$ cat src/clsr_pkg.sv
// clsr_pkg: shared types, constants and the control store for the character-LCD
// shadow-refresh block. Used by char_lcd_shadow_refresh, clsr_checker and tb.
// No dependencies.
package clsr_pkg;

  // display geometry
  localparam int COLUMNS = 16;
  localparam int ROWS    = 2;
  localparam int CELLS   = COLUMNS * ROWS;
  localparam int CELL_W  = $clog2(CELLS);
  localparam int CNT_W   = $clog2(CELLS + 1);
  localparam int PC_W    = 5;

  // operation codes of an input word
  localparam logic [1:0] FUNC_WRITE   = 2'd0;
  localparam logic [1:0] FUNC_REFRESH = 2'd1;
  localparam logic [1:0] FUNC_CLEAR   = 2'd2;
  localparam logic [1:0] FUNC_INIT    = 2'd3;

  // result kinds
  localparam logic [1:0] KIND_BYTE   = 2'd0;
  localparam logic [1:0] KIND_NIBBLE = 2'd1;
  localparam logic [1:0] KIND_STATUS = 2'd2;

  // register select
  localparam logic RS_CMD  = 1'b0;
  localparam logic RS_DATA = 1'b1;

  // controller command bytes
  localparam logic [7:0] CMD_CLEAR        = 8'h01;
  localparam logic [7:0] CMD_HOME         = 8'h02;
  localparam logic [7:0] CMD_ENTRY_MODE   = 8'h04;
  localparam logic [7:0] CMD_DISPLAY_CTRL = 8'h08;
  localparam logic [7:0] CMD_FUNC_SET     = 8'h20;
  localparam logic [7:0] CMD_SET_ADDR     = 8'h80;
  localparam logic [7:0] ROW1_ADDR        = 8'h40;
  localparam logic [7:0] ADDR_MASK        = 8'h7f;
  localparam logic [7:0] WAKE_NIBBLE      = 8'h03;
  localparam logic [7:0] BUS4_NIBBLE      = 8'h02;
  localparam logic [7:0] SPACE_CHAR       = 8'h20;

  // input and result words
  typedef struct packed {
    logic [1:0] func;
    logic [7:0] column;
    logic [7:0] line_index;
    logic [7:0] char_code;
  } cmd_t;

  typedef struct packed {
    logic [1:0] kind;
    logic       reg_select;
    logic [7:0] bus_value;
    logic       status;
    logic       last;
  } result_t;

  // control word fields
  typedef enum logic [1:0] {
    COND_NEVER,
    COND_CLEAN,
    COND_ROW0_MORE,
    COND_ROW1_MORE
  } cond_t;

  typedef enum logic [1:0] {
    SRC_CONST,
    SRC_CELL,
    SRC_STATUS
  } src_t;

  typedef enum logic [1:0] {
    OP_NONE,
    OP_WRITE,
    OP_FILL,
    OP_CLEAN
  } op_t;

  typedef struct packed {
    logic            emit;
    src_t            src;
    logic [1:0]      kind;
    logic            rs;
    logic [7:0]      value;
    logic            load;   // capture the cell at the counter
    logic            inc;    // advance the cell counter
    cond_t           cond;   // jump when the condition holds
    logic [PC_W-1:0] target;
    logic            last;   // final result, when not jumping
    logic            fin;    // end of program, when not jumping
    op_t             op;
  } ctl_t;

  // program step addresses
  localparam logic [PC_W-1:0] PC_WRITE   = 5'd0;
  localparam logic [PC_W-1:0] PC_RCHK    = 5'd1;
  localparam logic [PC_W-1:0] PC_RCLR    = 5'd2;
  localparam logic [PC_W-1:0] PC_RHOME   = 5'd3;
  localparam logic [PC_W-1:0] PC_ROW0    = 5'd4;
  localparam logic [PC_W-1:0] PC_SETADDR = 5'd5;
  localparam logic [PC_W-1:0] PC_ROW1    = 5'd6;
  localparam logic [PC_W-1:0] PC_RNOP    = 5'd7;
  localparam logic [PC_W-1:0] PC_CLEAR   = 5'd8;
  localparam logic [PC_W-1:0] PC_INIT0   = 5'd9;
  localparam logic [PC_W-1:0] PC_INIT1   = 5'd10;
  localparam logic [PC_W-1:0] PC_INIT2   = 5'd11;
  localparam logic [PC_W-1:0] PC_INIT3   = 5'd12;
  localparam logic [PC_W-1:0] PC_INIT4   = 5'd13;
  localparam logic [PC_W-1:0] PC_INIT5   = 5'd14;
  localparam logic [PC_W-1:0] PC_INIT6   = 5'd15;
  localparam logic [PC_W-1:0] PC_INIT7   = 5'd16;

  // a step that puts out one constant on the bus
  function automatic ctl_t put_const(input logic [1:0] kind, input logic rs,
                                     input logic [7:0] value, input logic fin);
    ctl_t c;
    c        = '0;
    c.cond   = COND_NEVER;
    c.op     = OP_NONE;
    c.src    = SRC_CONST;
    c.emit   = 1'b1;
    c.kind   = kind;
    c.rs     = rs;
    c.value  = value;
    c.last   = fin;
    c.fin    = fin;
    return c;
  endfunction

  // control store
  function automatic ctl_t ustep(input logic [PC_W-1:0] pc);
    ctl_t c;
    c      = '0;
    c.cond = COND_NEVER;
    c.op   = OP_NONE;
    c.src  = SRC_CONST;
    case (pc)
      PC_WRITE: begin
        c      = put_const(KIND_STATUS, RS_CMD, 8'h00, 1'b1);
        c.src  = SRC_STATUS;
        c.op   = OP_WRITE;
      end
      PC_RCHK: begin
        c.cond   = COND_CLEAN;
        c.target = PC_RNOP;
      end
      PC_RCLR:  c = put_const(KIND_BYTE, RS_CMD, CMD_CLEAR, 1'b0);
      PC_RHOME: begin
        // prefetch cell 0
        c      = put_const(KIND_BYTE, RS_CMD, CMD_HOME, 1'b0);
        c.load = 1'b1;
        c.inc  = 1'b1;
      end
      PC_ROW0: begin
        c        = put_const(KIND_BYTE, RS_DATA, 8'h00, 1'b0);
        c.src    = SRC_CELL;
        c.load   = 1'b1;
        c.inc    = 1'b1;
        c.cond   = COND_ROW0_MORE;
        c.target = PC_ROW0;
      end
      // holds the prefetched first cell of row 1
      PC_SETADDR: c = put_const(KIND_BYTE, RS_CMD, CMD_SET_ADDR | (ROW1_ADDR & ADDR_MASK),
                                1'b0);
      PC_ROW1: begin
        c        = put_const(KIND_BYTE, RS_DATA, 8'h00, 1'b1);
        c.src    = SRC_CELL;
        c.load   = 1'b1;
        c.inc    = 1'b1;
        c.cond   = COND_ROW1_MORE;
        c.target = PC_ROW1;
        c.op     = OP_CLEAN;
      end
      PC_RNOP:  c.fin = 1'b1;
      PC_CLEAR: begin
        c    = put_const(KIND_BYTE, RS_CMD, CMD_CLEAR, 1'b1);
        c.op = OP_FILL;
      end
      PC_INIT0: c = put_const(KIND_NIBBLE, RS_CMD, WAKE_NIBBLE, 1'b0);
      PC_INIT1: c = put_const(KIND_NIBBLE, RS_CMD, WAKE_NIBBLE, 1'b0);
      PC_INIT2: c = put_const(KIND_NIBBLE, RS_CMD, WAKE_NIBBLE, 1'b0);
      PC_INIT3: c = put_const(KIND_NIBBLE, RS_CMD, BUS4_NIBBLE, 1'b0);
      PC_INIT4: c = put_const(KIND_BYTE, RS_CMD, CMD_FUNC_SET | 8'h08, 1'b0);
      PC_INIT5: c = put_const(KIND_BYTE, RS_CMD, CMD_DISPLAY_CTRL | 8'h04, 1'b0);
      PC_INIT6: c = put_const(KIND_BYTE, RS_CMD, CMD_ENTRY_MODE | 8'h02, 1'b0);
      PC_INIT7: c = put_const(KIND_BYTE, RS_CMD, CMD_CLEAR, 1'b1);
      default:  c.fin = 1'b1;
    endcase
    return c;
  endfunction

  // program entry per operation
  function automatic logic [PC_W-1:0] entry_pc(input logic [1:0] func);
    logic [PC_W-1:0] p;
    case (func)
      FUNC_WRITE:   p = PC_WRITE;
      FUNC_REFRESH: p = PC_RCHK;
      FUNC_CLEAR:   p = PC_CLEAR;
      FUNC_INIT:    p = PC_INIT0;
      default:      p = PC_RNOP;
    endcase
    return p;
  endfunction

endpackage

$ cat src/char_lcd_shadow_refresh.sv
// char_lcd_shadow_refresh: character-LCD front end with a shadow store of the
// screen, run by a small microprogram. Depends on clsr_pkg.
//
//   port      dir  width      role
//   start     in   1          new command word offered
//   busy      out  1          command word not taken while high
//   command   in   cmd_t      func, column, line_index, char_code
//   strobe    out  1          result word on result this cycle
//   result    out  result_t   kind, reg_select, bus_value, status, last
//
// One control-store step per cycle, at most one result word per step. A word is
// taken at a clock edge with start high and busy low; results follow through the
// registered strobe and result, each shown for one cycle, and busy drops with the last one.
// Reset (rst, synchronous) empties the store to zeros and the dirty flag at once.
// The receiver cannot stall.
module char_lcd_shadow_refresh (
  input  logic             clk,
  input  logic             rst,
  input  logic             start,
  output logic             busy,
  input  clsr_pkg::cmd_t    command,
  output logic             strobe,
  output clsr_pkg::result_t result
);

  clsr_pkg::cmd_t                  in_q;
  logic                            running;
  logic [clsr_pkg::PC_W-1:0]       pc;
  logic [clsr_pkg::PC_W-1:0]       pc_next;
  logic [clsr_pkg::CNT_W-1:0]      cnt;
  logic                            dirty;
  logic [7:0]                      cell_mem [clsr_pkg::CELLS];
  logic [clsr_pkg::CELLS-1:0]      cell_ok;
  logic [7:0]                      fill_byte;
  logic [7:0]                      rd_q;
  clsr_pkg::ctl_t                  ctl;
  logic                            cond_hit;
  logic                            take_jump;
  logic                            err;
  logic [8:0]                      wr_sum;
  logic [clsr_pkg::CELL_W-1:0]     wr_addr;
  logic [clsr_pkg::CELL_W-1:0]     rd_addr;
  logic                            rd_en;
  logic                            wr_en;
  clsr_pkg::result_t               res_next;

  assign busy = running;
  assign ctl  = clsr_pkg::ustep(pc);

  // position check and cell address of a write
  assign err = (in_q.column >= 8'(clsr_pkg::COLUMNS)) ||
               (in_q.line_index >= 8'(clsr_pkg::ROWS));
  assign wr_sum  = {1'b0, in_q.column} +
                   (in_q.line_index[0] ? 9'(clsr_pkg::COLUMNS) : 9'd0);
  assign wr_addr = wr_sum[clsr_pkg::CELL_W-1:0];
  assign wr_en   = running && (ctl.op == clsr_pkg::OP_WRITE) && !err;

  // prefetch address, guarded past the end of the store
  assign rd_addr = cnt[clsr_pkg::CELL_W-1:0];
  assign rd_en   = running && ctl.load && (cnt < clsr_pkg::CNT_W'(clsr_pkg::CELLS));

  // branch condition
  always_comb begin
    case (ctl.cond)
      clsr_pkg::COND_NEVER:     cond_hit = 1'b0;
      clsr_pkg::COND_CLEAN:     cond_hit = !dirty;
      clsr_pkg::COND_ROW0_MORE: cond_hit = cnt != clsr_pkg::CNT_W'(clsr_pkg::COLUMNS);
      clsr_pkg::COND_ROW1_MORE: cond_hit = cnt != clsr_pkg::CNT_W'(clsr_pkg::CELLS);
      default:                  cond_hit = 1'b0;
    endcase
    take_jump = cond_hit;
    pc_next   = take_jump ? ctl.target : pc + clsr_pkg::PC_W'(1);
  end

  // result word of the current step
  always_comb begin
    res_next            = '0;
    res_next.kind       = ctl.kind;
    res_next.reg_select = ctl.rs;
    res_next.last       = ctl.last && !take_jump;
    case (ctl.src)
      clsr_pkg::SRC_CONST:  res_next.bus_value = ctl.value;
      clsr_pkg::SRC_CELL:   res_next.bus_value = rd_q;
      clsr_pkg::SRC_STATUS: res_next.status    = err;
      default:              res_next.bus_value = ctl.value;
    endcase
  end

  // sequencer
  always_ff @(posedge clk) begin
    if (rst) begin
      running <= 1'b0;
      pc      <= clsr_pkg::PC_RNOP;
      cnt     <= '0;
    end else if (!running) begin
      if (start) begin
        running <= 1'b1;
        pc      <= clsr_pkg::entry_pc(command.func);
        cnt     <= '0;
      end
    end else begin
      pc <= pc_next;
      if (ctl.inc) begin
        cnt <= cnt + clsr_pkg::CNT_W'(1);
      end
      if (ctl.fin && !take_jump) begin
        running <= 1'b0;
      end
    end
  end

  // input word capture
  always_ff @(posedge clk) begin
    if (!running && start) begin
      in_q <= command;
    end
  end

  // dirty flag
  always_ff @(posedge clk) begin
    if (rst) begin
      dirty <= 1'b0;
    end else if (wr_en) begin
      dirty <= 1'b1;
    end else if (running && ctl.op == clsr_pkg::OP_CLEAN) begin
      dirty <= 1'b0;
    end
  end

  // cell valid bits and fill value; an unwritten cell reads as the fill value
  always_ff @(posedge clk) begin
    if (rst) begin
      cell_ok   <= '0;
      fill_byte <= 8'h00;
    end else if (running && ctl.op == clsr_pkg::OP_FILL) begin
      cell_ok   <= '0;
      fill_byte <= clsr_pkg::SPACE_CHAR;
    end else if (wr_en) begin
      cell_ok[wr_addr] <= 1'b1;
    end
  end

  // cell store write port
  always_ff @(posedge clk) begin
    if (wr_en) begin
      cell_mem[wr_addr] <= in_q.char_code;
    end
  end

  // cell store read port
  always_ff @(posedge clk) begin
    if (rd_en) begin
      rd_q <= cell_ok[rd_addr] ? cell_mem[rd_addr] : fill_byte;
    end
  end

  // output register
  always_ff @(posedge clk) begin
    if (rst) begin
      strobe <= 1'b0;
    end else begin
      strobe <= running && ctl.emit;
    end
  end

  always_ff @(posedge clk) begin
    if (running && ctl.emit) begin
      result <= res_next;
    end
  end

endmodule

$ cat config.mk
export PLATFORM = sky130hd
export DESIGN_NAME = char_lcd_shadow_refresh
export DESIGN_NICKNAME = d
export VERILOG_FILES = /design/src/clsr_pkg.sv /design/src/char_lcd_shadow_refresh.sv
export SDC_FILE = /design/constraint.sdc
export NUM_CORES = 1
export LEC_CHECK = 0
export ABC_AREA = 0
export BUFFER_PORTS_ARGS = -buffer_cell sky130_fd_sc_hd__buf_2
export CORE_MARGIN = 3
export CORE_UTILIZATION = 50
export CTS_CLUSTER_SIZE = 10
export DETAILED_ROUTE_END_ITERATION = 16
export PLACE_DENSITY = 0.66
export SYNTH_ARGS = -nofsm -noshare
export SYNTH_HDL_FRONTEND = slang
export SYNTH_SLANG_ARGS = --single-unit
$ cat constraint.sdc
create_clock -name clk -period 5.9 [get_ports clk]
set_input_delay 1.18 -clock clk [delete_from_list [all_inputs] [get_ports clk]]
set_output_delay 1.18 -clock clk [all_outputs]
set_load 0.05 [all_outputs]
Yosys cells after proc, flatten, opt, wreduce, memory -nomap -nowiden --
Memories as Yosys holds them, arrays and structs flattened. A register that Yosys moved wholly into a read port is not among the register bits. Cells that the tools add are included.
Operators by class: add/subtract/negate cells 3, multipliers 0, div/mod/pow operators 0, magnitude comparators 6, equal/unequal tests 29, shifts and indexed selects 0, mux-type cells 29, bitwise logic cells 1, reduce and logical (&&, ||, !) cells 28
Operator list (number):
- $pmux W16 S10 | 1
- $eq A5 B4 Y1 const B | 8
- $or A32 B32 Y32 | 1
- $mux W5 | 6
- $mux W6 | 4
- $pmux W7 S3 | 1
- $pmux W5 S4 | 1
- $pmux W8 S2 | 1
- $eq A5 B3 Y1 const B | 3
- $eq A2 B2 Y1 const B | 7
- $lt A5 B6 Y1 const B | 2
- $reduce_or A12 Y1 | 1
- $logic_and A1 B1 Y1 | 11
- $mux W1 | 11
- $eq A5 B2 Y1 const B | 2
- $eq A2 B1 Y1 const B | 4
- $ge A8 B2 Y1 const B | 1
- $ge A8 B5 Y1 const B | 1
- $add A6 B1 Y6 const B | 1
- $lt A6 B6 Y1 const B | 1
- $ne A6 B5 Y1 const B | 1
- $ne A6 B6 Y1 const B | 1
- $pmux W2 S3 | 1
- $reduce_or A3 Y1 | 2
- other kinds (17) | 23
Word-level totals: flip-flop bits (word level) 92, latch bits 0, memory bits (writable) 256, memory bits (read-only) 0, bits of input ports 29, output and inout bits 15, logic and storage cells 114, memories 1
Memories:
- cell_mem | words 32, width 8, read ports 1, clocked after Yosys merged registers in 1, wr ports 1, line char_lcd_shadow_refresh.sv:32 | logic [7:0] cell_mem [clsr_pkg::CELLS];

Depth between registers and ports, before layout --
Gate-level depths: netlist (run 1).
word-level depth 8, depth in mapped cells 11, depth with buffers taken out 9

Worst setup path after synthesis (run 1) --
OpenSTA, ideal clock, no wires.
path kind input-to-reg, start input port start, end register with a tool-made name, setup time 0.132 ns, arrival 2.623 ns, data required time 5.768 ns, setup slack 3.144 ns, stages on the path 5, path buffers 0, cell sequence inv_1 > nor2_1 > nor3_1 > a21oi_1 > nor2_1
RTL lines:
- start, declared | line char_lcd_shadow_refresh.sv:19 | input logic start,

==> results of run 1 <==
==> worst max-delay path by stage <==
stage                    from         endpoint
floorplan               start        flip-flop
global placement    flip-flop          rd_q[7]
detailed placement      pc[2]  cell_mem[10][3]
CTS                 flip-flop          rd_q[7]
global route        flip-flop          rd_q[7]
finish              flip-flop          rd_q[7]
==> registers in the layout, summed over array words and instances, names as in the netlist, 5 cells and up, named ones only <==
register / flops
cell_mem: 256
cnt: 6
result: 13
pc: 5
in_q: 24
cell_ok: 32
rd_q: 8
==> routing by layer <==
layer | wire length [um] | vias to the layer above | part of all wire [%]
li1 | - | 3146 | -
met1 | 12500 | 3737 | 42
met2 | 14800 | 271 | 50
met3 | 1930 | 52 | 6.5
met4 | 628 | 0 | 2.1
met5 | 0 | - | 0
==> logic make-up after synthesis <==
| family | Yosys count |
|---|---|
| flip-flops | 353 |
| AND/OR/NAND/NOR | 144 |
| multiplexers | 106 |
| XOR/XNOR | 6 |
| AO/OA/AOI/OAI | 86 |
| buffers and inverters | 53 |
| adder cells (fa/ha/maj) | 9 |
==> critical path, delay by kind of cell, from the launching register on <==
kind / cells / cell delay (ps)
DFF: 1 / 850
and+or+nand+nor: 1 / 70
buffers and inverters: 1 / 570
muxes: 3 / 1350
==> cell usage in the layout (no fill, tap or decap), types with 10 or more instances in the layout <==
cell type / count
o21a_1: 33
clkbuf_1: 22
a21oi_1: 10
inv_1: 14
buf_2: 43
mux2i_1: 23
nor2_1: 63
nand2_1: 17
clkbuf_16: 43
dfxtp_1: 50
mux4_2: 77
edfxtp_1: 301
buf_4: 10
==> through the flow <==
step,area (sq um),total power [mW]
after floorplan,13900,3.14
after global placement,14500,3.23
after detailed placement,14500,3.25
after CTS,15700,5.48
after global routing,15700,5.61
final,15700,5.43
==> area by class of cell <==
cell class                 count  area (sq um)
tap                          372           465
sequential                   353         10100
multi-input combinational    351          3630
clock buffer                  65          1160
timing repair buffer          53           290
inverter                      14          52.6
clock inverter                 2          16.3
fill                        2080         11500
==> where the power goes <==
group          internal (mW)  total (mW)  switching, mW
Sequential              2.77        2.86         0.0900
Clock                   1.33        2.24          0.902
Combinational          0.148       0.341          0.193
Total                   4.25        5.43           1.18
==> flow_metrics.env, run 1 <==
export IMPL_status="complete, no violations"
export IMPL_vias=7206
export IMPL_via_per_inst=5.96
export IMPL_finClkSkew_ps=9.72
export IMPL_syn_area_per_cell_sq_um=18.4
export IMPL_yosysSeqAreaShare_pct=72.3
export IMPL_grt_pass1_vias=7335
export IMPL_ctsHoldBuffers=0
export IMPL_muxShareOfSynthArea_pct=15.0
export IMPL_ys_top_cells_by_count="301 x edfxtp_1, 77 x mux4_2, 64 x nor2_1, 52 x dfxtp_1, 33 x o21a_1"
export IMPL_design_core_area_sq_mm=0.0272
export IMPL_slew_violations=0
export IMPL_synth_top_family_by_area="multiplexers"
export IMPL_top_usage_layer="met2"
export IMPL_cts_tree="yes"
export IMPL_grt_setup_unrepaired="no"
export IMPL_port_buffers=43
export IMPL_synth_area_leaders="edfxtp_1 65%, mux4_2 12%, dfxtp_1 7.5%, o21a_1 1.8%, nor2_1 1.7%"
export IMPL_synth_compound_gate_area_share_pct=4.54
export IMPL_hp_class="flip-flop to flip-flop"
export IMPL_synth_most_common_cell="edfxtp_1"
export IMPL_post_cts_setup_buffers=0
export IMPL_grtUsageMet3_pct=3.86
export IMPL_reg2reg_slack_ps=2730
export IMPL_min_period_over_period_pct=53.7
export IMPL_fmax_ghz=0.316
export IMPL_fp_dieH_um=173
export IMPL_grt_use_met1_pct=28.3
export IMPL_cp_required_ps=6140
export IMPL_startpoint_type="flip-flop"
export IMPL_yosysTopAreaCell="edfxtp_1"
export IMPL_dp_slack_ps=2670
export IMPL_async_flop_share_pct=0
export IMPL_cp_data_arrival_time_ps=3410
export IMPL_worst_pin_slew_ps=1270
export IMPL_gr_total_overflow=0
export IMPL_slew_headroom_pct=14.9
export IMPL_die_area_sq_mm=0.0299
export IMPL_period_minus_slack_ps=3170
export IMPL_holdPathStages=1
export IMPL_place_congestion=0.861
export IMPL_clockRootBuffer="clkbuf_16"
export IMPL_drt_iter0_markers=779
export IMPL_p_leak_nw=5.03
export IMPL_cp_slowest_cell="dfxtp_4"
export IMPL_reg2reg_to="rd_q[7]"
export IMPL_slowest_delay_ps=850
export IMPL_setup_viol=0
export IMPL_worstHoldStart="cell_ok[10]"
export IMPL_synth_fa_ha_area_share_pct=0.808
export IMPL_track_usage_pct=20.1
export IMPL_wl_per_cell_um=24.6
export IMPL_maxCapViolCount=0
export IMPL_synth_simple_area_share_pct=5.19
export IMPL_instances_no_fill=1210
export IMPL_clk_latency_ps=530
export IMPL_num_antenna_cells=0
export IMPL_clk_pin_slew_ps=60
export IMPL_cts_buffers=41
export IMPL_use_met2_pct=32.8
export IMPL_synthFlopType="edfxtp_1"
export IMPL_ys_types=61
export IMPL_ir_worst_vdd_mv=0.253
export IMPL_power_density_mw_per_mm2=346
export IMPL_drc=0
export IMPL_clockBufferDepth=3
export IMPL_path_cells="buf_4, mux4_2, mux4_2, mux2i_1, nor2_1"
export IMPL_die_w_um=173
export IMPL_grt_pass1_wl_um=45400
export IMPL_synth_top_area_share_pct=64.9
export IMPL_fin_nets=852
export IMPL_timing_hold_ws_ps=461
export IMPL_io_pins=44
export IMPL_hpwl_um=18700
export IMPL_fp_row_count=60
export IMPL_end_kind="flip-flop"
export IMPL_holdPathEnd="cell_ok[10]"
export IMPL_drive_gt1_share_pct=22.7
export IMPL_worst_r2r_cell_count=5
export IMPL_grt_max_degree=69
export IMPL_dp_cells=1143
export IMPL_hold_viol_final=0
export IMPL_htree_levels=2
export IMPL_cts_resized=0
export IMPL_drt_wl_total_um=29800
export IMPL_start_util_pct=51.3
export IMPL_ys_ff_latch=353
export IMPL_drtPass1Iterations=5
export IMPL_synth_fp_nets=795
export IMPL_syn_inst=757
export IMPL_synth_edf_count=301
export IMPL_cp_max_fo=40
export IMPL_ant_nets=0
export IMPL_layout_setup_ws_ps=2730
export IMPL_tns_ps=0
export IMPL_syn2layout_area_growth_pct=12.6
export IMPL_crit_top_cell="mux4_2"
export IMPL_syn_cell_area_sq_mm=0.0139
export IMPL_synth_xor_xnor_area_share_pct=0.377
export IMPL_antenna_found_initial=0
export IMPL_cts_sinks=353
export IMPL_yosysWarnings=0
export IMPL_path_class="flip-flop to flip-flop"
export IMPL_post_route_util_pct=57.7
No activity file was read; power rests on OpenSTA's default activity.
==> run 2: changes to the inputs <==
--- a/config.mk
+++ b/config.mk
@@ -11,7 +11,7 @@
 export CORE_UTILIZATION = 50
 export CTS_CLUSTER_SIZE = 10
 export DETAILED_ROUTE_END_ITERATION = 16
-export PLACE_DENSITY = 0.66
+export PLACE_DENSITY = 0.69
 export SYNTH_ARGS = -nofsm -noshare
 export SYNTH_HDL_FRONTEND = slang
 export SYNTH_SLANG_ARGS = --single-unit
==> constraint.sdc (replaced) <==
create_clock -name clk -period 2.8 [get_ports clk]
set_input_delay 0.56 -clock clk [delete_from_list [all_inputs] [get_ports clk]]
set_output_delay 0.56 -clock clk [all_outputs]
set_load 0.05 [all_outputs]
==> flow_metrics.env, run 2 (synthesized netlist as in run 1, its figures left out) <==
export IMPL_status="complete, no violations"
export IMPL_fp_row_count=60
export IMPL_hold_viol_final=0
export IMPL_wl_met3_um=1560
export IMPL_worst_r2r_cell_count=8
export IMPL_largest_reg_flops=256
export IMPL_ctsHoldBuffers=0
export IMPL_track_usage_pct=20.4
export IMPL_fmax_ghz=0.380
export IMPL_netSwitchingFraction_pct=22.0
export IMPL_grt_pass1_vias=7681
export IMPL_clk_latency_ps=520
export IMPL_cts_tree="yes"
export IMPL_timing_hold_ws_ps=221
export IMPL_ant_nets=0
export IMPL_slowest_delay_ps=490
export IMPL_syn2layout_area_growth_pct=15.2
export IMPL_setup_viol=0
export IMPL_antenna_found_initial=0
export IMPL_die_area_sq_mm=0.0299
export IMPL_p_switching_mw=2.53
export IMPL_drt_met1_wl_um=12800
export IMPL_slew_headroom_pct=23.6
export IMPL_hp_class="primary input to flip-flop"
export IMPL_grt_pass1_wl_um=47000
export IMPL_power_density_mw_per_mm2=717
export IMPL_htree_levels=2
export IMPL_intPower_mw=8.98
export IMPL_drive_gt1_share_pct=25.9
export IMPL_wl_per_cell_um=23.9
export IMPL_path_class="flip-flop to flip-flop"
export IMPL_dp_cells=1184
export IMPL_drt_iter0_markers=763
export IMPL_p_leak_nw=5.26
export IMPL_final_common_cell="edfxtp_1"
export IMPL_io_pins=44
export IMPL_drt_wl_total_um=30000
export IMPL_hpwl_um=19500
export IMPL_fin_nets=893
export IMPL_met2WireLength_um=15100
export IMPL_post_cts_setup_buffers=0
export IMPL_port_buffers=43
export IMPL_worst_pin_slew_ps=1150
export IMPL_maxCapViolCount=0
export IMPL_cts_resized=0
export IMPL_clockBufferDepth=3
export IMPL_r2r_start="pc[0]"
export IMPL_layout_setup_ws_ps=168
export IMPL_reg2reg_to="result[3]"
export IMPL_grt_max_degree=58
export IMPL_drtPass1Iterations=5
export IMPL_tns_ps=0
export IMPL_mostFrequentLayoutCells="301 x edfxtp_1, 77 x mux4_2, 63 x nor2_1"
export IMPL_dp_slack_ps=207
export IMPL_power_clock_fraction_pct=41.0
export IMPL_path_cells="inv_1, ha_1, nor2_1, or3_1, inv_1, ha_1, nor2b_1, a22o_1"
export IMPL_finClkSkew_ps=13.9
export IMPL_cts_sinks=353
export IMPL_ir_worst_vdd_mv=0.579
export IMPL_via_per_inst=5.85
export IMPL_startpoint_type="flip-flop"
export IMPL_n_fill_cell=2021
export IMPL_cp_slowest_cell="or3_1"
export IMPL_start_util_pct=51.3
export IMPL_top_register="cell_mem"
export IMPL_cts_buffers=41
export IMPL_top_layer="met4"
export IMPL_vias=7361
export IMPL_gr_total_overflow=0
export IMPL_biggestRegsByFlops="cell_mem (256), cell_ok (32), in_q (24)"
export IMPL_instances_no_fill=1259
export IMPL_die_w_um=173
export IMPL_grt_setup_unrepaired="no"
export IMPL_min_period_over_period_pct=94.0
export IMPL_slew_violations=0
export IMPL_clockRootBuffer="clkbuf_16"
export IMPL_design_core_area_sq_mm=0.0272
export IMPL_crit_path_start="pc[0]"
export IMPL_place_congestion=0.867
export IMPL_power_frac_seq_pct=52.0
export IMPL_fp_dieH_um=173
export IMPL_reg2reg_slack_ps=170
export IMPL_end_kind="flip-flop"
export IMPL_power_frac_comb_pct=7.0
export IMPL_cp_max_fo=8
export IMPL_num_antenna_cells=0
export IMPL_clk_pin_slew_ps=60
export IMPL_period_minus_slack_ps=2630
export IMPL_cp_required_ps=3170
export IMPL_cp_data_arrival_time_ps=3000
export IMPL_cp_endpoint="result[3]"
export IMPL_drc=0
run 2: area by class of cell:
class	count	area, sq um	area share (%)
timing repair buffer	94	636	3.96
tap	372	465	2.90
inverter	14	52.6	0.327
clock inverter	2	23.8	0.148
multi-input combinational	351	3630	22.6
clock buffer	73	1170	7.27
sequential	353	10100	62.8
run 2: power by group through the flow:
| stage | combinational [mW] | clock [mW] | sequential (mW) |
|---|---|---|---|
| 4_1_cts | 0.803 | 4.84 | 5.99 |
| 5_1_grt | 0.861 | 5.06 | 6.01 |
| 3_3_place_gp | 0.786 | 0 | 6.09 |
| 2_1_floorplan | 0.524 | 0 | 6.10 |
| 3_5_place_dp | 0.800 | 0 | 6.10 |
| 6_report | 0.802 | 4.72 | 5.99 |
run 2: worst min path at each step:
stage,start,to,slack [ps],depth (start not counted)
2_1_floorplan,cell_ok[13],cell_ok[13],430,1
3_3_place_gp,cell_ok[5],cell_ok[5],440,1
3_5_place_dp,cell_ok[5],cell_ok[5],450,1
4_1_cts,command[10],in_q[10],190,1
5_1_grt,command[10],in_q[10],200,1
6_report,command[12],in_q[12],220,1
run 2: worst max-delay path, delay by kind of cell (launching register included):
family                     cells  cell delay [ps]
AOI/OAI and AO/OA              1              220
adders and majority gates      2              730
buffers and inverters          2              280
DFF                            1              360
and+or+nand+nor                3              920
run 2: layer usage:
layer	vias to the layer above	global-route usage, %
met1	3829	28.7
met4	0	5.00
li1	3244	-
met5	-	0
met3	59	3.16
met2	229	34.0
run 2: metrics by stage:
step | power (mW) | util, % | area [sq um]
2_1_floorplan | 6.62 | - | 13900
3_3_place_gp | 6.88 | 54.7 | 14900
3_5_place_dp | 6.90 | 54.7 | 14900
4_1_cts | 11.6 | 59.1 | 16100
5_1_grt | 11.9 | 59.1 | 16100
6_report | 11.5 | 59.1 | 16100
==> run 3: changes to the inputs <==
--- a/config.mk
+++ b/config.mk
@@ -7,11 +7,12 @@
 export LEC_CHECK = 0
 export ABC_AREA = 0
 export BUFFER_PORTS_ARGS = -buffer_cell sky130_fd_sc_hd__buf_2
-export CORE_MARGIN = 3
 export CORE_UTILIZATION = 50
 export CTS_CLUSTER_SIZE = 10
 export DETAILED_ROUTE_END_ITERATION = 16
 export PLACE_DENSITY = 0.69
+export SETUP_SLACK_MARGIN = 0.3
+export SKIP_LAST_GASP = 1
 export SYNTH_ARGS = -nofsm -noshare
 export SYNTH_HDL_FRONTEND = slang
 export SYNTH_SLANG_ARGS = --single-unit
==> flow_metrics.env, run 3 (synthesized netlist as in run 1, its figures left out) <==
export IMPL_mostFrequentLayoutCells="301 x edfxtp_1, 77 x mux4_2, 63 x nor2_1"
export IMPL_reg2reg_to="result[7]"
export IMPL_place_congestion=0.825
export IMPL_setup_viol=0
export IMPL_cp_data_arrival_time_ps=2710
export IMPL_drive_gt1_share_pct=28.1
export IMPL_cts_buffers=41
export IMPL_biggestRegsByFlops="cell_mem (256), cell_ok (32), in_q (24)"
export IMPL_grt_pass1_wl_um=45000
export IMPL_reg2reg_slack_ps=360
export IMPL_cp_endpoint="result[7]"
export IMPL_hp_class="primary input to flip-flop"
export IMPL_slew_headroom_pct=21.9
export IMPL_fp_row_count=60
export IMPL_hold_viol_final=0
export IMPL_drtPass1Iterations=6
export IMPL_post_route_util_pct=59.8
export IMPL_maxCapViolCount=0
export IMPL_final_common_cell="edfxtp_1"
export IMPL_drc=0
export IMPL_timing_hold_ws_ps=211
export IMPL_ir_worst_vdd_mv=0.733
export IMPL_worst_r2r_cell_count=6
export IMPL_crit_path_start="pc[0]"
export IMPL_cp_required_ps=3070
export IMPL_startpoint_type="flip-flop"
export IMPL_fmax_ghz=0.410
export IMPL_clockBufferDepth=3
export IMPL_num_antenna_cells=0
export IMPL_fin_nets=904
export IMPL_tns_ps=0
export IMPL_worst_pin_slew_ps=1170
export IMPL_wl_per_cell_um=23.5
export IMPL_io_pins=44
export IMPL_track_usage_pct=21.5
export IMPL_power_density_mw_per_mm2=718
export IMPL_largest_reg_flops=256
export IMPL_path_class="flip-flop to flip-flop"
export IMPL_die_w_um=169
export IMPL_ant_nets=0
export IMPL_htree_levels=2
export IMPL_cts_tree="yes"
export IMPL_grt_pass1_vias=7609
export IMPL_antenna_found_initial=1
export IMPL_die_area_sq_mm=0.0285
export IMPL_slew_violations=0
export IMPL_min_period_over_period_pct=87.2
export IMPL_period_minus_slack_ps=2440
export IMPL_drt_wl_total_um=29900
export IMPL_port_buffers=43
export IMPL_r2r_start="pc[0]"
export IMPL_p_leak_nw=5.35
export IMPL_finClkSkew_ps=12.5
export IMPL_gr_total_overflow=0
export IMPL_drt_iter0_markers=567
export IMPL_n_fill_cell=2026
export IMPL_clk_pin_slew_ps=60
export IMPL_status="complete, no violations"
export IMPL_fp_dieH_um=169
export IMPL_grt_max_degree=35
export IMPL_cts_sinks=353
export IMPL_clockRootBuffer="clkbuf_16"
export IMPL_design_core_area_sq_mm=0.0272
export IMPL_vias=7353
export IMPL_start_util_pct=51.3
export IMPL_ctsHoldBuffers=0
export IMPL_syn2layout_area_growth_pct=16.5
export IMPL_end_kind="flip-flop"
export IMPL_cp_max_fo=7
export IMPL_hpwl_um=19500
export IMPL_multiInputGateArea_sq_mm=0.00368
export IMPL_grt_setup_unrepaired="no"
export IMPL_via_per_inst=5.79
export IMPL_layout_area_seq_sq_mm=0.0101
export IMPL_clk_latency_ps=530
export IMPL_top_register="cell_mem"
run 3: area by class of cell:
type / instances / share of cell area, %
sequential: 353 / 62.1
multi-input combinational: 352 / 22.7
clock buffer: 73 / 7.32
timing repair buffer: 104 / 4.58
tap: 372 / 2.87
inverter: 14 / 0.324
clock inverter: 3 / 0.116
run 3: metal layers:
layer  vias up  GRT usage [%]  wire length, um
met1      3764           27.2            11900
met4         0           8.34              946
met2       258           36.3            15000
li1       3265              -                -
met5         -              0                0
met3        66           4.77             2010
run 3: worst min-delay path by stage:
stage	from	endpoint	cells after the start
floorplan	cell_ok[13]	cell_ok[13]	1
global placement	cell_ok[5]	cell_ok[5]	1
detailed placement	cell_ok[12]	cell_ok[12]	1
CTS	command[4]	in_q[4]	1
global route	command[13]	in_q[13]	1
finish	command[4]	in_q[4]	1
run 3: where the power goes:
| part | leakage [nW] | switching (mW) | total (mW) | internal [mW] |
|---|---|---|---|---|
| Clock | 0.576 | 1.95 | 4.81 | 2.86 |
| Sequential | 3.15 | 0.0979 | 5.93 | 5.83 |
| Combinational | 1.63 | 0.548 | 0.921 | 0.374 |
| Total | 5.35 | 2.60 | 11.7 | 9.06 |
run 3: worst max-delay path: stages (launching register included):
cell     delay, ps
dfxtp_2        380
inv_1           90
ha_1           210
or3_1          410
a32o_1         300
a211o_1        350
o31a_2         440
run 3: timing repair:
item                                    4_1_cts  5_1_grt
cloned                                        0        1
pin swaps                                     1        3
gates resized for setup                       3       12
buffers inserted                              1        4
endpoints found under the setup margin       43      201
run 3: metrics by stage:
stage	worst slack (ps)	cells	power (mW)	area, sq um
after floorplan	348	757	6.62	13900
after CTS	302	1266	11.7	16200
final	358	1271	11.7	16200
after detailed placement	195	1189	6.92	14900
after global placement	285	1189	6.89	14900
after global routing	295	1271	12.0	16200
